--- src/hdl/signed_int_to_radix_text_top_macros.svh ---
// Assertion macros used by the radix text converter datapath.
`ifndef SIGNED_INT_TO_RADIX_TEXT_TOP_MACROS_SVH
`define SIGNED_INT_TO_RADIX_TEXT_TOP_MACROS_SVH
`ifndef SYNTHESIS
// Check that cons holds in the same cycle as ante.
`define SIRT_ASSERT_SAME(label, ante, cons) \
    label: assert property (@(posedge i_clk) disable iff (!i_rst_n) (ante) |-> (cons)) \
        else $error("radix text converter: check failed");
// Check that cons holds in the cycle after ante.
`define SIRT_ASSERT_NEXT(label, ante, cons) \
    label: assert property (@(posedge i_clk) disable iff (!i_rst_n) (ante) |=> (cons)) \
        else $error("radix text converter: check failed");
`else
`define SIRT_ASSERT_SAME(label, ante, cons)
`define SIRT_ASSERT_NEXT(label, ante, cons)
`endif
`endif

--- src/hdl/sirt_pkg.sv ---
// Shared types and constants of the radix text converter.
package sirt_pkg;

    localparam int VALUE_W         = 32;
    localparam int CHAR_W          = 8;
    localparam int BASE_LEN_W      = 5;
    localparam int CFG_DATA_W      = 64;
    localparam int CFG_IDX_W       = 2;
    localparam int ALPHA_SIZE      = 16;
    localparam int ALPHA_IDX_W     = 4;
    localparam int MAX_DIGITS      = 32;
    localparam int DIGIT_CNT_W     = 6;
    localparam int STEP_BITS       = 8;
    localparam int STEPS_PER_DIGIT = VALUE_W / STEP_BITS;
    localparam int STEP_CNT_W      = 2;

    // Configuration register indexes
    localparam logic [CFG_IDX_W-1:0] REG_BASE_LEN    = 2'd0;
    localparam logic [CFG_IDX_W-1:0] REG_DIGITS_LOW  = 2'd1;
    localparam logic [CFG_IDX_W-1:0] REG_DIGITS_HIGH = 2'd2;

    // Reset values: radix 10 over "0123456789ABCDEF"
    localparam logic [BASE_LEN_W-1:0] BASE_LEN_RST    = 5'd10;
    localparam logic [CFG_DATA_W-1:0] DIGITS_LOW_RST  = 64'h3736353433323130;
    localparam logic [CFG_DATA_W-1:0] DIGITS_HIGH_RST = 64'h4645444342413938;

    localparam logic [CHAR_W-1:0] MINUS_CHAR = 8'h2D;

    typedef enum logic [2:0] {
        ST_IDLE,
        ST_CHECK,
        ST_DIVIDE,
        ST_SIGN,
        ST_DIGITS
    } t_state;

    // Commands from controller to datapath
    typedef struct packed {
        logic load;
        logic div_step;
        logic push;
        logic emit_sign;
        logic emit_digit;
    } t_cmd;

    // Status from datapath to controller
    typedef struct packed {
        logic radix_ok;
        logic neg;
        logic quot_zero;
        logic last_digit;
        logic out_free;
    } t_status;

endpackage

--- src/hdl/sirt_ctrl.sv ---
// Sequencer of the radix text converter: accept, check, divide, emit.
module sirt_ctrl (
    input  logic             i_clk,
    input  logic             i_rst_n,
    input  logic             i_in_valid,
    input  sirt_pkg::t_status i_status,
    output sirt_pkg::t_cmd   o_cmd,
    output logic             o_in_stall
);

    localparam logic [sirt_pkg::STEP_CNT_W-1:0] STEP_LAST =
        sirt_pkg::STEP_CNT_W'(sirt_pkg::STEPS_PER_DIGIT - 1);

    sirt_pkg::t_state r_state, n_state;
    logic [sirt_pkg::STEP_CNT_W-1:0] r_step, n_step;
    logic step_last;

    assign step_last  = (r_step == STEP_LAST);
    assign o_in_stall = (r_state != sirt_pkg::ST_IDLE);

    // Advance state and division step count
    always_ff @(posedge i_clk) begin
        if (!i_rst_n) begin
            r_state <= sirt_pkg::ST_IDLE;
            r_step  <= '0;
        end else begin
            r_state <= n_state;
            r_step  <= n_step;
        end
    end

    // Next state
    always_comb begin
        n_state = r_state;
        n_step  = '0;
        unique case (r_state)
            sirt_pkg::ST_IDLE: begin
                if (i_in_valid) n_state = sirt_pkg::ST_CHECK;
            end
            sirt_pkg::ST_CHECK: begin
                n_state = i_status.radix_ok ? sirt_pkg::ST_DIVIDE : sirt_pkg::ST_IDLE;
            end
            sirt_pkg::ST_DIVIDE: begin
                n_step = r_step + 1'b1;
                if (step_last && i_status.quot_zero) begin
                    n_state = i_status.neg ? sirt_pkg::ST_SIGN : sirt_pkg::ST_DIGITS;
                end
            end
            sirt_pkg::ST_SIGN: begin
                if (i_status.out_free) n_state = sirt_pkg::ST_DIGITS;
            end
            sirt_pkg::ST_DIGITS: begin
                if (i_status.out_free && i_status.last_digit) n_state = sirt_pkg::ST_IDLE;
            end
            default: n_state = sirt_pkg::ST_IDLE;
        endcase
    end

    // Commands
    always_comb begin
        o_cmd = '0;
        unique case (r_state)
            sirt_pkg::ST_IDLE:   o_cmd.load = i_in_valid;
            sirt_pkg::ST_CHECK:  ;
            sirt_pkg::ST_DIVIDE: begin
                o_cmd.div_step = 1'b1;
                o_cmd.push     = step_last;
            end
            sirt_pkg::ST_SIGN:   o_cmd.emit_sign  = i_status.out_free;
            sirt_pkg::ST_DIGITS: o_cmd.emit_digit = i_status.out_free;
            default: ;
        endcase
    end

endmodule

--- src/hdl/sirt_dp.sv ---
// Datapath of the radix text converter: config, alphabet check, divider, digit stack, output.
`include "signed_int_to_radix_text_top_macros.svh"
module sirt_dp #(
    parameter int MAX_RADIX = 16
) (
    input  logic                                i_clk,
    input  logic                                i_rst_n,
    input  logic                                i_cfg_we,
    input  logic [sirt_pkg::CFG_IDX_W-1:0]      i_cfg_idx,
    input  logic [sirt_pkg::CFG_DATA_W-1:0]     i_cfg_data,
    input  logic signed [sirt_pkg::VALUE_W-1:0] i_value,
    input  logic                                i_out_stall,
    input  sirt_pkg::t_cmd                      i_cmd,
    output sirt_pkg::t_status                   o_status,
    output logic                                o_out_valid,
    output logic [sirt_pkg::CHAR_W-1:0]         o_character,
    output logic                                o_last_char
);

    localparam int RW = $clog2(MAX_RADIX + 1);
    localparam int DW = $clog2(MAX_RADIX);
    localparam int VW = sirt_pkg::VALUE_W;

    logic [sirt_pkg::BASE_LEN_W-1:0] r_alpha_len;
    logic [sirt_pkg::CFG_DATA_W-1:0] r_digits_low;
    logic [sirt_pkg::CFG_DATA_W-1:0] r_digits_high;
    logic [sirt_pkg::ALPHA_SIZE-1:0][sirt_pkg::CHAR_W-1:0] chars;

    logic [RW-1:0] r_radix, n_radix;
    logic [VW-1:0] r_mag, n_mag;
    logic [DW-1:0] r_rem, n_rem;
    logic          r_neg;
    logic [sirt_pkg::MAX_DIGITS-1:0][DW-1:0] r_stack;
    logic [sirt_pkg::DIGIT_CNT_W-1:0]        r_count;
    logic          r_out_valid;
    logic [sirt_pkg::CHAR_W-1:0] r_char;
    logic          r_last;
    logic          out_free;

    assign chars    = {r_digits_high, r_digits_low};
    assign out_free = !r_out_valid || !i_out_stall;

    // Write configuration registers
    always_ff @(posedge i_clk) begin
        if (!i_rst_n) begin
            r_alpha_len   <= sirt_pkg::BASE_LEN_RST;
            r_digits_low  <= sirt_pkg::DIGITS_LOW_RST;
            r_digits_high <= sirt_pkg::DIGITS_HIGH_RST;
        end else if (i_cfg_we) begin
            unique case (i_cfg_idx)
                sirt_pkg::REG_BASE_LEN:
                    r_alpha_len <= i_cfg_data[sirt_pkg::BASE_LEN_W-1:0];
                sirt_pkg::REG_DIGITS_LOW:  r_digits_low  <= i_cfg_data;
                sirt_pkg::REG_DIGITS_HIGH: r_digits_high <= i_cfg_data;
                default: ;
            endcase
        end
    end

    // Effective radix: length capped at MAX_RADIX and cut at first zero byte, zero if short or repeated
    always_comb begin
        logic [sirt_pkg::BASE_LEN_W-1:0] lim;
        logic [sirt_pkg::ALPHA_SIZE-1:0] inuse;
        logic [sirt_pkg::BASE_LEN_W-1:0] cnt;
        logic run;
        logic dup;
        lim = (r_alpha_len > sirt_pkg::BASE_LEN_W'(MAX_RADIX))
            ? sirt_pkg::BASE_LEN_W'(MAX_RADIX) : r_alpha_len;
        run = 1'b1;
        for (int k = 0; k < sirt_pkg::ALPHA_SIZE; k++) begin
            run = run && (sirt_pkg::BASE_LEN_W'(k) < lim) && (chars[k] != '0);
            inuse[k] = run;
        end
        cnt = sirt_pkg::BASE_LEN_W'($countones(inuse));
        dup = 1'b0;
        for (int i = 0; i < sirt_pkg::ALPHA_SIZE; i++) begin
            for (int j = i + 1; j < sirt_pkg::ALPHA_SIZE; j++) begin
                if (inuse[j] && (chars[i] == chars[j])) dup = 1'b1;
            end
        end
        n_radix = (cnt < sirt_pkg::BASE_LEN_W'(2) || dup) ? '0 : RW'(cnt);
    end

    // Hold the effective radix
    always_ff @(posedge i_clk) begin
        r_radix <= n_radix;
    end

    // Divide by the radix, eight dividend bits a cycle
    always_comb begin
        logic [DW:0]   t;
        logic [DW-1:0] rem;
        logic [VW-1:0] m;
        rem = r_rem;
        m   = r_mag;
        for (int b = 0; b < sirt_pkg::STEP_BITS; b++) begin
            t = {rem, m[VW-1]};
            m = {m[VW-2:0], 1'b0};
            if (t >= (DW+1)'(r_radix)) begin
                t    = t - (DW+1)'(r_radix);
                m[0] = 1'b1;
            end
            rem = t[DW-1:0];
        end
        n_mag = m;
        n_rem = rem;
    end

    // Load magnitude, step the divider, push and pop digits
    always_ff @(posedge i_clk) begin
        if (!i_rst_n) begin
            r_count <= '0;
        end else if (i_cmd.load) begin
            r_count <= '0;
        end else if (i_cmd.push) begin
            r_count <= r_count + 1'b1;
        end else if (i_cmd.emit_digit) begin
            r_count <= r_count - 1'b1;
        end
    end

    always_ff @(posedge i_clk) begin
        if (i_cmd.load) begin
            r_neg <= i_value[VW-1];
            r_mag <= i_value[VW-1] ? (VW'(0) - VW'(i_value)) : VW'(i_value);
            r_rem <= '0;
        end else if (i_cmd.div_step) begin
            r_mag <= n_mag;
            r_rem <= i_cmd.push ? '0 : n_rem;
        end
        if (i_cmd.push) begin
            r_stack <= {r_stack[sirt_pkg::MAX_DIGITS-2:0], n_rem};
        end else if (i_cmd.emit_digit) begin
            r_stack <= {DW'(0), r_stack[sirt_pkg::MAX_DIGITS-1:1]};
        end
    end

    // Output register: load a character, drop valid once taken
    always_ff @(posedge i_clk) begin
        if (!i_rst_n) begin
            r_out_valid <= 1'b0;
        end else if (i_cmd.emit_sign || i_cmd.emit_digit) begin
            r_out_valid <= 1'b1;
        end else if (!i_out_stall) begin
            r_out_valid <= 1'b0;
        end
    end

    always_ff @(posedge i_clk) begin
        if (i_cmd.emit_sign) begin
            r_char <= sirt_pkg::MINUS_CHAR;
            r_last <= 1'b0;
        end else if (i_cmd.emit_digit) begin
            r_char <= chars[sirt_pkg::ALPHA_IDX_W'(r_stack[0])];
            r_last <= (r_count == sirt_pkg::DIGIT_CNT_W'(1));
        end
    end

    assign o_status.radix_ok   = (r_radix != '0);
    assign o_status.neg        = r_neg;
    assign o_status.quot_zero  = (n_mag == '0);
    assign o_status.last_digit = (r_count == sirt_pkg::DIGIT_CNT_W'(1));
    assign o_status.out_free   = out_free;

    assign o_out_valid = r_out_valid;
    assign o_character = r_char;
    assign o_last_char = r_last;

    `SIRT_ASSERT_SAME(a_push_room, i_cmd.push, r_count < sirt_pkg::DIGIT_CNT_W'(sirt_pkg::MAX_DIGITS))
    `SIRT_ASSERT_SAME(a_pop_nonempty, i_cmd.emit_digit, r_count != '0)
    `SIRT_ASSERT_SAME(a_emit_free, i_cmd.emit_sign || i_cmd.emit_digit, out_free)
    `SIRT_ASSERT_NEXT(a_divide_radix, i_cmd.div_step, r_radix != '0)

endmodule

--- src/hdl/signed_int_to_radix_text_top.sv ---
// Top level of the signed integer to radix text converter.
// Order: alphabet check (bad alphabet: no output), divider steps per digit, then characters.
// The input stays stalled until the last character of an item enters the output register.
// The divider retires 8 dividend bits a cycle against the radix.
// Characters leave one a cycle through an output register while i_out_stall is low.
// Reset: radix 10, alphabet "0123456789ABCDEF", no item held, output not valid.
module signed_int_to_radix_text_top #(
    parameter int MAX_RADIX = 16
) (
    input  logic                                i_clk,
    input  logic                                i_rst_n,
    input  logic                                i_cfg_we,
    input  logic [sirt_pkg::CFG_IDX_W-1:0]      i_cfg_idx,
    input  logic [sirt_pkg::CFG_DATA_W-1:0]     i_cfg_data,
    input  logic                                i_in_valid,
    output logic                                o_in_stall,
    input  logic signed [sirt_pkg::VALUE_W-1:0] i_value,
    output logic                                o_out_valid,
    input  logic                                i_out_stall,
    output logic [sirt_pkg::CHAR_W-1:0]         o_character,
    output logic                                o_last_char
);

    sirt_pkg::t_cmd    cmd;
    sirt_pkg::t_status status;

    // Sequence each item
    sirt_ctrl u_ctrl (
        .i_clk      (i_clk),
        .i_rst_n    (i_rst_n),
        .i_in_valid (i_in_valid),
        .i_status   (status),
        .o_cmd      (cmd),
        .o_in_stall (o_in_stall)
    );

    // Hold config, divide and emit characters
    sirt_dp #(
        .MAX_RADIX (MAX_RADIX)
    ) u_dp (
        .i_clk       (i_clk),
        .i_rst_n     (i_rst_n),
        .i_cfg_we    (i_cfg_we),
        .i_cfg_idx   (i_cfg_idx),
        .i_cfg_data  (i_cfg_data),
        .i_value     (i_value),
        .i_out_stall (i_out_stall),
        .i_cmd       (cmd),
        .o_status    (status),
        .o_out_valid (o_out_valid),
        .o_character (o_character),
        .o_last_char (o_last_char)
    );

endmodule
--- config.mk ---
export PLATFORM = sky130hd
export DESIGN_NAME = signed_int_to_radix_text_top
export DESIGN_NICKNAME = d
export VERILOG_FILES = /design/src/hdl/sirt_pkg.sv /design/src/hdl/sirt_ctrl.sv /design/src/hdl/sirt_dp.sv /design/src/hdl/signed_int_to_radix_text_top.sv
export VERILOG_INCLUDE_DIRS = /design/src /design/src/hdl
export SDC_FILE = /design/constraint.sdc
export NUM_CORES = 2
export LEC_CHECK = 0
export BUFFER_PORTS_ARGS = -buffer_cell sky130_fd_sc_hd__buf_2
export CAP_MARGIN = 15
export CELL_PAD_IN_SITES_DETAIL_PLACEMENT = 0
export CELL_PAD_IN_SITES_GLOBAL_PLACEMENT = 2
export CORE_UTILIZATION = 40
export CTS_CLUSTER_DIAMETER = 150
export DETAILED_ROUTE_END_ITERATION = 12
export GPL_TIMING_DRIVEN = 0
export PLACE_DENSITY_LB_ADDON = 0.1
export SLEW_MARGIN = 5
export SYNTH_ARGS = -nofsm -noshare
export SYNTH_HDL_FRONTEND = slang
export SYNTH_HIERARCHICAL = 1
export SYNTH_SLANG_ARGS = --single-unit
--- constraint.sdc ---
create_clock -name i_clk -period 16.7 [get_ports i_clk]
set_input_delay 1.67 -clock i_clk [delete_from_list [all_inputs] [get_ports i_clk]]
set_output_delay 1.67 -clock i_clk [all_outputs]
set_load 0.01 [all_outputs]
Word level (Yosys, flattened, before mapping). Index checks and enable logic that the tools add are counted.

Flip-flop bits (word level): 324. Output and inout bits: 11. Logic and storage cells: 580.

$add $sub $neg: 27. $lt $le $gt $ge: 27. Equality and inequality tests: 133. Muxes and demuxes: 160. Bitwise logic cells: 1. Reduce and logical (&&, ||, !) cells: 187.

Operator list (count): $eq 8x8->1 (120); $mux 128 (2); $logic_and 1x1->1 (153); $mux 1 (133); $reduce_bool 8->1 (16); $mux 32 (3); $ge 5x5->1 (8); $lt 4x5->1 const A (8); $mux 4 (9); $add 5x5->5 (7); $bmux 8 s4 (1); $logic_not 32->1 (1); $sub 1x32->32 const A (1); $sub 4x4->4 (8); $lt 3x5->1 const A (4); $add 1x1->2 (8); $mux 3 (5); $pmux 3 s5 (1); $mux 6 (2); $lt 1x5->1 const A (2); $lt 2x5->1 const A (2); $mux 8 (1); $ne 2x1->1 const B (4); $reduce_and 2->1 (4); 25 further kinds (32).

Logic depth before layout (Yosys ltp).
Depth after elaboration: 142. Depth in mapped cells: 65. Depth with buffers taken out: 59.

Cells and area by module. Netlist, hierarchy kept.

By module, submodules not included: sirt_dp (instances 1, cells each 3166, area an instance 28284.6 um^2, sequential area each 7997.7 um^2); sirt_ctrl (instances 1, cells each 39, area an instance 329.1 um^2, sequential area each 100.1 um^2).

Least setup slack after synthesis. OpenSTA, ideal clock, no wires.

Kind: register -> register. Start point: reg u_dp.r_radix[1]. End point: reg u_ctrl.r_state[0]. Setup time: 0.125 ns. Arrival: 11.706 ns. Required time: 16.575 ns. Path slack: 4.869 ns. Cell stages (with the launch flop): 65. Clock period less this slack: 11.831 ns. Path through: dfxtp_1 inv_1 ha_1 nor2b_1 o21ai_0 nand3b_1 a21o_1 a21o_1 clkbuf_1 mux2i_1 ha_1 a21o_1 a21o_1 a21o_1 a21o_1 clkbuf_1 mux2i_1 ha_1 (+29 left out) ha_1 nand2_1 o21ai_1 mux2i_1 ha_1 nor2b_1 o21ai_0 a31oi_1 o21ai_0 nand2b_1 clkbuf_1 inv_1 nand3_1 nor4_1 nand2_1 a32oi_1 o21ai_2 mux2i_1.

RTL lines: from (decl) (line sirt_dp.sv:29) `logic [RW-1:0] r_radix, n_radix;`; from (signal assigned) (line sirt_dp.sv:86) `r_radix <= n_radix;`; to (signal assigned) (line sirt_ctrl.sv:24) `r_state <= sirt_pkg::ST_IDLE;`; to (signal assigned) (line sirt_ctrl.sv:27) `r_state <= n_state;`; to (decl) (line sirt_ctrl.sv:14) `sirt_pkg::t_state r_state, n_state;`.

==> flow_summary.yaml <==
status:
  outcome: "completed"
yosys:
  ys_types: 68
  synth_edf_count: 161
  yosysTopAreaCell: "edfxtp_1"
  netlist.area_leader.share_pct: 16.90
  ys.flop_type: "dfxtp_1"
  netlist_area_sq_um: 28610
  synth_async_sr_flop_share_pct: 0
  synth_seq_cells: 324
  synth-seq-area-share_pct: 28.30
  avgSynthCellArea_sq_um: 8.928
  netlist_instances: 3205
  synth_area_leaders: "edfxtp_1 17%, xnor2_1 16%, xor2_1 15%"
  ys_warn_count: 6
  synth_nets: 3376
timing:
  maxSlewViolCount: 0
  worst_clock_skew_ps: 35.93
  fin_crit_ps: 14770
  max_freq_mhz: 67.72
  setup_violations: 0
  hold_violations: 0
  setup_tns_ps: 0
  maxSlewHeadroom_pct: 8.706
  rsz0062_at_grt: "false"
  fin_crit_sh_pct: 88.43
  tightestPinTransition_ps: 1369
layout:
  syn_to_final_growth_pct: 12.02
  fin_area_sq_um: 32050
  final_common_cell: "xnor2_1"
  n_antenna_cell: 0
  num-nets-final: 3553
  fill_cells: 6987
  drive_gt1_share_pct: 12.42
  final_cell_mix: "514 x xnor2_1, 498 x xor2_1, 343 x nand2_1, 258 x clkbuf_1, 165 x nor4_1"
place:
  dpl-instance-area_sq_um: 30590
  hpwl_mm: 99.84
  gp_congestion: 1.022
  port-buffer-count: 113
run:
  cap_violations: 0
worst_setup_path:
  slowest_delay_ps: 630
  cp.required_ps: 17150
  r2r_slack_ps: 1930
  worst-endpoint-arrival_ps: 15220
  cp_max_fo: 15
  endpoint_kind: "flip-flop"
  startpoint_type: "flip-flop"
  crit_slowest_cell: "inv_1"
  crit_type: "flip-flop to flip-flop"
  crit_top_cell: "a21o_1"
route:
  drc: 0
  dr.pass1.iters: 9
  vias: 26310
  wirelength_mm: 136.1
  post_drt_wl_per_cell_um: 31.26
  viasPerCell: 6.042
  drtAntennaViolNets: 0
  drt_iter0_drc: 3494
clock_network:
  clk_pin_slew_ps: 60
  clockBufferDepth: 3
  clock_latency_ps: 600
  root_buffer: "clkbuf_16"
  cts_hold_buf: 0
  cts_buffers: 41
  cts.sinks: 324
  post_cts_buffers: 0
  htree_levels: 2
  cts_resized: 0
  cts_tree: "yes"
floorplanning:
  core_sq_um: 70390
  die_w_um: 269.5
  ios: 114
  num_rows: 97
  die_area_sq_um: 72610
  initial_core_util_pct: 40.65
  die-height_um: 269.5
global_routing:
  grt_usage_pct: 36.48
  antenna_found_initial: 5
  grt_pass1_wl_mm: 191.0
  overflow: 0
  grt_start_max_net_pins: 69
  grt_pass1_vias: 25520
worst_hold_path:
  hold_path.class: "flip-flop to flip-flop"
critical path: cells and delay by family, from the launching register on:
family	cells	cell delay [ps]
AOI/OAI and AO/OA	27	5590
buffers and inverters	10	2640
adders and majority gates	8	2490
muxes	6	2130
and+or+nand+nor	11	1440
DFF	1	370
cells in the mapped netlist, types with 4 or more instances:
cell and instances:
a211o_1 4, a211oi_1 4, a21boi_0 80, a21o_1 21, a21oi_1 87, a22oi_1 6, a31oi_1 7, and2_1 13
and3_1 6, buf_1 58, buf_2 35, clkbuf_1 254, dfxtp_1 163, edfxtp_1 161, fa_1 18, ha_1 50
inv_1 54, mux2_2 126, mux2i_1 22, mux4_2 40, nand2_1 343, nand2b_1 13, nand3_1 62, nand3b_1 5
nand4_1 135, nor2_1 108, nor2b_1 16, nor3_1 12, nor3b_1 5, nor4_1 165, nor4b_1 7, o21ai_0 41
o22ai_1 5, o31ai_1 9, o41ai_1 4, or3_1 6, xnor2_1 514, xor2_1 498
cell type report:
cell class	instances	area (sq um)	share of cell area, %
repair buffers	134	878.3	2.740
flip-flops and latches	324	8098	25.26
multi-input cells	2477	18940	59.10
plain buffers	350	1376	4.294
clock buffers	51	1104	3.443
inverters	54	202.7	0.6324
well taps	940	1176	3.669
clock inverters	25	275.3	0.8588
cell families after synthesis:
group	share of synthesized area [%]
AO/OA/AOI/OAI	6.773
flip-flops	28.30
buffers and inverters	5.505
AND/OR/NAND/NOR	16.12
adder cells (fa/ha/maj)	3.446
XOR/XNOR	30.98
multiplexers	8.877
sequential cells by signal (all words and copies together), names as in the netlist, 3 cells and up:
name,cells
u_ctrl/r_state,3
u_dp/r_count,6
u_dp/r_mag,32
u_dp/r_digits_high,64
u_dp/r_alpha_len,5
u_dp/r_radix,5
u_dp/o_character,8
u_dp/r_stack,128
u_dp/r_digits_low,64
u_dp/r_rem,4
per-stage QoR:
stage | std cells | setup slack (ps) | util (%) | hold slack [ps]
after floorplan | 3205 | 4869 | - | 395.7
after global placement | 4258 | 2025 | 43.12 | 405.8
after detailed placement | 4272 | 1913 | 43.46 | 422.6
after CTS | 4348 | 1868 | 45.42 | 431.7
after global routing | 4355 | 436.3 | 45.54 | 450.2
final | 4355 | 1933 | 45.54 | 421.3
routing by layer:
metal	wire length (um)	global-route usage (%)
met2	55100	52.51
met5	37	0
met1	57940	50.06
met3	15220	9.369
met4	7852	18.68
worst paths after layout:
check,start,cells past startpoint,endpoint
worst min-delay path,u_ctrl/r_step[0]$_SDFF_PN0_,1,u_ctrl/r_step[0]$_SDFF_PN0_
worst max register to register,u_dp/r_radix[1]$_SDFF_PP0_,62,u_ctrl/r_state[0]$_SDFFE_PN0P_
worst min register to register,u_ctrl/r_step[0]$_SDFF_PN0_,1,u_ctrl/r_step[0]$_SDFF_PN0_
worst max-delay path,u_dp/r_radix[1]$_SDFF_PP0_,62,u_ctrl/r_state[0]$_SDFFE_PN0P_
Power is left out: the tool's default activity adds up to more than one toggle a clock period on the data nets, which glitch-free logic cannot reach.
